### src/rtl/gmbl_pkg.sv
// types, constants and helper functions for the grid breadth-first level unit
package gmbl_pkg;

  localparam int MAX_ROWS = 16;
  localparam int MAX_COLS = 16;
  localparam int CELLS    = MAX_ROWS * MAX_COLS;

  localparam int DIM_W   = 5;
  localparam int ROW_W   = (MAX_ROWS > 1) ? $clog2(MAX_ROWS) : 1;
  localparam int COL_W   = (MAX_COLS > 1) ? $clog2(MAX_COLS) : 1;
  localparam int ADDR_W  = (CELLS > 1) ? $clog2(CELLS) : 1;
  localparam int CNT_W   = ADDR_W + 1;
  localparam int LVL_W   = ADDR_W;
  localparam int LEVEL_OUT_W = 8;
  localparam int CFG_IDX_W   = 2;

  // register indexes
  localparam logic [CFG_IDX_W-1:0] REG_ROWS = 2'd0;
  localparam logic [CFG_IDX_W-1:0] REG_COLS = 2'd1;

  // cell markings
  localparam logic [1:0] CELL_EMPTY = 2'd0;
  localparam logic [1:0] CELL_OPEN  = 2'd1;
  localparam logic [1:0] CELL_SEED  = 2'd2;
  localparam logic [1:0] CELL_ODD   = 2'd3;

  typedef struct packed {
    logic [1:0] cell_state;
    logic       last_cell;
  } in_item_t;

  typedef struct packed {
    logic [LEVEL_OUT_W-1:0] max_level;
    logic                   unreached;
  } out_item_t;

  typedef struct packed {
    logic [ROW_W-1:0] row;
    logic [COL_W-1:0] col;
    logic [LVL_W-1:0] level;
  } q_entry_t;

  typedef struct packed {
    logic     clear;
    logic     push;
    logic     pop;
    q_entry_t push_entry;
  } q_ctrl_t;

  typedef struct packed {
    logic empty;
  } q_stat_t;

  function automatic logic [DIM_W-1:0] clamp_dim(input logic [DIM_W-1:0] v, input int max);
    logic [DIM_W-1:0] r;
    r = v;
    if (v == '0) r = DIM_W'(1);
    else if (int'(v) > max) r = DIM_W'(max);
    return r;
  endfunction

  function automatic logic [CNT_W-1:0] cell_count(input logic [DIM_W-1:0] rows,
                                                  input logic [DIM_W-1:0] cols);
    return CNT_W'(CNT_W'(rows) * CNT_W'(cols));
  endfunction

  function automatic logic [LEVEL_OUT_W-1:0] sat_level(input logic [LVL_W-1:0] d);
    logic [LEVEL_OUT_W-1:0] r;
    if (int'(d) > 255) r = LEVEL_OUT_W'(255);
    else r = LEVEL_OUT_W'(d);
    return r;
  endfunction

endpackage

### src/rtl/gmbl_queue.sv
// frontier queue: one synchronous memory with head and tail pointers
module gmbl_queue (
  input  logic               clk,
  input  logic               rst,
  input  gmbl_pkg::q_ctrl_t  ctrl,
  output gmbl_pkg::q_entry_t rd_entry,
  output gmbl_pkg::q_stat_t  status
);

  gmbl_pkg::q_entry_t mem [gmbl_pkg::CELLS];
  logic [gmbl_pkg::CNT_W-1:0] head;
  logic [gmbl_pkg::CNT_W-1:0] tail;

  assign status.empty = (head == tail);

  always_ff @(posedge clk) begin
    if (rst) begin
      head <= '0;
      tail <= '0;
    end else if (ctrl.clear) begin
      head <= '0;
      tail <= '0;
    end else begin
      if (ctrl.push) tail <= tail + gmbl_pkg::CNT_W'(1);
      if (ctrl.pop) head <= head + gmbl_pkg::CNT_W'(1);
    end
  end

  // each cell enters at most once, so the tail never wraps
  always_ff @(posedge clk) begin
    if (ctrl.push) mem[tail[gmbl_pkg::ADDR_W-1:0]] <= ctrl.push_entry;
    if (ctrl.pop) rd_entry <= mem[head[gmbl_pkg::ADDR_W-1:0]];
  end

endmodule

### config.mk
export PLATFORM = sky130hd
export DESIGN_NAME = gmbl_queue
export DESIGN_NICKNAME = d
export VERILOG_FILES = /design/src/rtl/gmbl_pkg.sv /design/src/rtl/gmbl_queue.sv
export SDC_FILE = /design/constraint.sdc
export NUM_CORES = 2
export LEC_CHECK = 0
export BUFFER_PORTS_ARGS = -buffer_cell sky130_fd_sc_hd__buf_2
export CAP_MARGIN = 20
export CORE_MARGIN = 4
export CORE_UTILIZATION = 57
export DETAILED_ROUTE_END_ITERATION = 12
export PLACE_DENSITY = 0.75
export SYNTH_ARGS = -nofsm -noshare
export SYNTH_HDL_FRONTEND = slang
export SYNTH_SLANG_ARGS = --single-unit
### constraint.sdc
create_clock -name clk -period 2.9 [get_ports clk]
set_input_delay 0.145 -clock clk [delete_from_list [all_inputs] [get_ports clk]]
set_output_delay 0.145 -clock clk [all_outputs]
set_load 0.05 [all_outputs]
# ---- After elaboration in Yosys (flattened, before gate mapping)
# Memory sizes are Yosys's and may differ from the RTL's. A register that Yosys moved wholly into a read port is not among the register bits.
# Index checks and enable logic that the tools add are counted.
dict set report totals {
  ff_bits 18
  n_memories 1
  in_bits 21
  out_inout_bits 17
  latchBits 0
  elab_cells 9
  ram_bits 4096
  mem_bits_ro 0
}
# name words width read_ports rd_clocked_by_memory_dff wr line_no
set mem_list {}
lappend mem_list {mem 256 16 1 1 1 gmbl_queue.sv:10} ;# gmbl_pkg::q_entry_t mem [gmbl_pkg::CELLS];
dict set report classes {
  magnitude_cmp 0
  reduce_logical 1
  multipliers 0
  n_shift 0
  n_eq_ne 1
  div_mod_pow 0
  addsub 2
  bitwise_logic 0
  mux 2
}
# cell n
set ops {}
lappend ops {{9-bit by 1-bit adder with 9-bit output (second input constant)} 2}
lappend ops {{9-bit equality test} 1}
lappend ops {{1-bit 2-to-1 mux} 2}
lappend ops {{2-bit OR reduction} 1}

# ---- Depth between registers and ports, before layout
dict set report depth {
  word_depth 2
  depth_mapped 12
  mapped_depth_nobuf 6
}

# ---- Least setup slack after synthesis
# OpenSTA, ideal clock, no wires.
dict set report synth_timing {
  path_type {flip-flop to output port}
  from {reg head[1] (netlist bit)}
  to {out status}
  path_slack_ns -0.404
  t_arrival_ns 3.159
  n_path_buf 6
  required_time_ns 2.755
  stages_incl_launch_ff 10
  cell_sequence {dfxtp_1 -> buf_2 -> buf_4 -> buf_2 -> buf_4 -> buf_2 -> buf_2 -> xnor2_1 -> nand4_1 -> nor4_1}
}
dict set report synth_via {
  elab_chain_cells 1
}
# item line_no
set synth_lines {}
lappend synth_lines {{from (decl)} gmbl_queue.sv:11} ;# logic [gmbl_pkg::CNT_W-1:0] head;
lappend synth_lines {{from (signal assigned)} gmbl_queue.sv:25} ;# if (ctrl.pop) head <= head + gmbl_pkg::CNT_W'(1);
lappend synth_lines {{9-bit equality test} gmbl_queue.sv:14} ;# assign status.empty = (head == tail);
lappend synth_lines {{to (decl)} gmbl_queue.sv:7} ;# output gmbl_pkg::q_stat_t status
# Every way passes these cells.

==> run metrics <==
status complete, but fails checks; failing checks negative setup slack; Cells after Synth about 7.4k; vias in the first global route slightly below 90k; Clk pwr share about 43%; most frequent cells in the layout edfxtp_1 (4112), buf_4 (1042), mux4_2 (838), mux2i_1 (455), clkbuf_16 (419); yosys warns 0; total number of vias between 80k and 90k; CTS Sinks between 4k and 5k; CP Capture Point rd_entry[2]; Seq cells post-synth roughly 4.1k; Worst Hold Class input pin to flip-flop; Post-DP HPWL just under 300000 um; RSZ-0062 raised after global routing true; pwr dens approximately 650 mW/mm^2; clk_lat worst skew 1.00 ns; CTS clock-pin slew for the worst setup and hold paths ~0.060 ns; Startpoint Class flip-flop; die area 0.289 sq mm; setup violators final 17; min-delay src ctrl[8]; First-pass DRT Iterations 8; TritonCTS buffer count ~400; Sw Share between 20% and 30%; max frequency between 0.2 and 0.3 GHz; Most used DFF post-synth edfxtp_1; cell at the root of the clock tree clkbuf_16; Die X around 540 um; internal cell power between 90 and 100 mW; # port buffers 37; Total Wirelength around 490000 um; peak supply drop 0.518 mV; number of max-cap violations 0; Total Power between 100 and 150 mW; Clock Skews 0.0943 ns; final std cells w/o fill approximately 13k; DR iter-0 viols between 15k and 20k; post-synthesis sequential area ratio 77.5%; Pleak roughly 60 nW; arrival time worst endpoint slightly above 4 ns; Post-synth EDFFs 4112; syn_nets ~7.4k; crit path launch head[0]; fin worst setup slack -0.540 ns; Placed Cells 11.8k; post-DR wirelength/cell 38.3 um; top cells by area, synth edfxtp_1 (77%), mux4_2 (12%), mux2i_1 (2.9%); GR peak layer met2; Worst setup EP type flip-flop; worst slew pin tran around 1.3 ns; CTS tree done; H-tree lvl count 5; commonest non-fill, non-tap cell in the layout edfxtp_1; Yosys top cell by area edfxtp_1; GRT met2 Usage about half; drc violations 0; clk buf depth 4; Fill cells between 15k and 20k; RR Endpoint rd_entry[2]; worst r2r src head[0]; IO Count 38; count of different cell masters after synthesis 87; Slew Limit Headroom about 17%; Setup CP Type flip-flop to flip-flop; final max-slew violation count 0; layout cells sized above 1 around a third; core box area approximately 0.28 sq mm; met1 Usage GRT 44.3%; r2r setup slk -0.54 ns; Chip Height between 500 and 600 um; first-pass GRT wire length 674000 um; initial antenna violation count 27; Sw Pwr ~26 mW; largest net degree at the start of global routing ~180; Yosys top cell area share 77.3%; GR Overflow Total 0; Comb power frac under 10%; GR Util All Layers between 30% and 40%; global routing met3 resource utilization ~11%; Final ANT Viol Nets 0; Worst Path Required 3.55 ns; Period minus WS final ~3.4 ns; Placement Rows 194; Starting Density 57.2%; GPL Wtd Cong roughly 0.96; Synth async-reset ratio 0%; final hold vios 0; Final Cycle Share 119%; Synth Area per Inst roughly 22 sq um; CP max FO 6; vias per cell 6.99; R2R depth 11; Layout area overhead 19.1%; Flop pwr share 53.4%; mapped cell area about 0.16 sq mm; Nets roughly 8.7k
==> Yosys cell counts (6+ instances only) <==
master and n:
edfxtp_1 4112, mux4_2 835, mux2i_1 457, nor2_1 331, clkbuf_1 152, nand2_1 142, buf_2 139, a21oi_1 125
o221ai_1 120, a22oi_1 105, a221oi_1 100, o21ai_0 72, buf_4 47, nand3_1 46, a211oi_1 43, mux2_2 38
buf_6 34, a22o_1 31, buf_12 30, o22ai_1 29, buf_1 27, nor3_1 24, mux4_1 21, dfxtp_1 18
xnor2_1 16, nor2b_1 15, o21ai_1 14, a31oi_1 12, and3_1 12, o211ai_1 12, a311oi_1 10, buf_8 10
nand2b_1 10, and2_1 9, nand4_1 9, inv_1 8, or3_1 8, a2111oi_0 7, a211o_1 7, a32oi_1 7
a221o_1 6, clkbuf_8 6, nor4_1 6, xor2_1 6
==> layout make-up <==
class	instances	area, sq um	area share, %
Sequential cell	4130	124000	65.1
Antenna cell	14	35.0	0.0184
Inverter	10	47.5	0.0250
Clock inverter	259	2790	1.46
Timing Repair Buffer	1377	13900	7.30
Multi-Input combinational cell	2769	34500	18.1
Tap cell	3724	4660	2.45
Clock buffer	480	10500	5.50
==> registers in the layout, summed over array words and instances (netlist names) <==
register  count
tail          9
mem        4096
rd_entry     16
head          9
==> worst max-delay path, cell delays in order (launching register included) <==
cell and delay, ns:
dfxtp_4 0.45, buf_12 0.21, buf_16 0.16, buf_12 0.12, mux4_2 0.51, a22o_1 0.27, a221oi_4 0.37, buf_4 0.19
o22ai_2 0.07, o41ai_2 0.41, buf_4 0.22, o32ai_2 0.08
==> kinds of logic after synthesis <==
| group | after synthesis | share of synthesized area (%) |
|---|---|---|
| xor gates and xnor gates | 22 | 0.121 |
| muxes | 1351 | 15.3 |
| and+or+nand+nor | 643 | 1.75 |
| DFF | 4130 | 77.5 |
| adders and majority gates | 5 | 0.0392 |
| buffers and inverters | 458 | 1.88 |
| AOI/OAI and AO/OA | 748 | 3.43 |
==> metrics by stage <==
step / instance area (sq um) / utilization, % / worst slack (ns) / TNS, ns / hold WS, ns
finish: 190000 / 68.1 / -0.540 / -6.55 / 0.0285
global route: 190000 / 68.1 / -0.549 / -6.81 / 0.0298
CTS: 188000 / 67.4 / -0.452 / -5.20 / 0.00223
detailed placement: 173000 / 62.0 / -0.951 / -10.44 / 0.448
global placement: 173000 / 62.0 / -0.966 / -10.26 / 0.452
floorplan: 160000 / - / 0.173 / 0 / 0.244
==> worst min path at each step <==
| stage | end | cells after the start | slack [ns] |
|---|---|---|---|
| final | mem[230][8] | 2 | 0.03 |
| after global routing | mem[230][8] | 2 | 0.03 |
| after CTS | mem[230][8] | 2 | 0.002 |
| after detailed placement | mem[239][8] | 1 | 0.45 |
| after global placement | mem[236][8] | 1 | 0.45 |
| after floorplan | mem[0][0] | 0 | 0.24 |
==> power by group through the flow <==
stage	logic [mW]	registers, mW	clock network (mW)
floorplan	1.71	67.0	0
global placement	3.64	67.0	0
detailed placement	3.76	67.0	0
CTS	4.05	65.7	52.8
global route	4.52	65.7	55.6
finish	4.39	65.7	52.9
==> layer usage <==
layer | up-vias | share of wire [%]
met5 | - | 0.038
met4 | 20 | 6.5
met3 | 1594 | 16
met2 | 8338 | 46
met1 | 45418 | 32
li1 | 33809 | -
==> repair_timing <==
item,CTS,global route
endpoints found under the hold margin,1133,0
gates resized for setup,201,164
gates cloned,12,12
setup endpoints to repair,17,17
hold buffers,21,0
pin swaps,37,56
setup buffers,55,97
(Power assumes the default switching activity.)
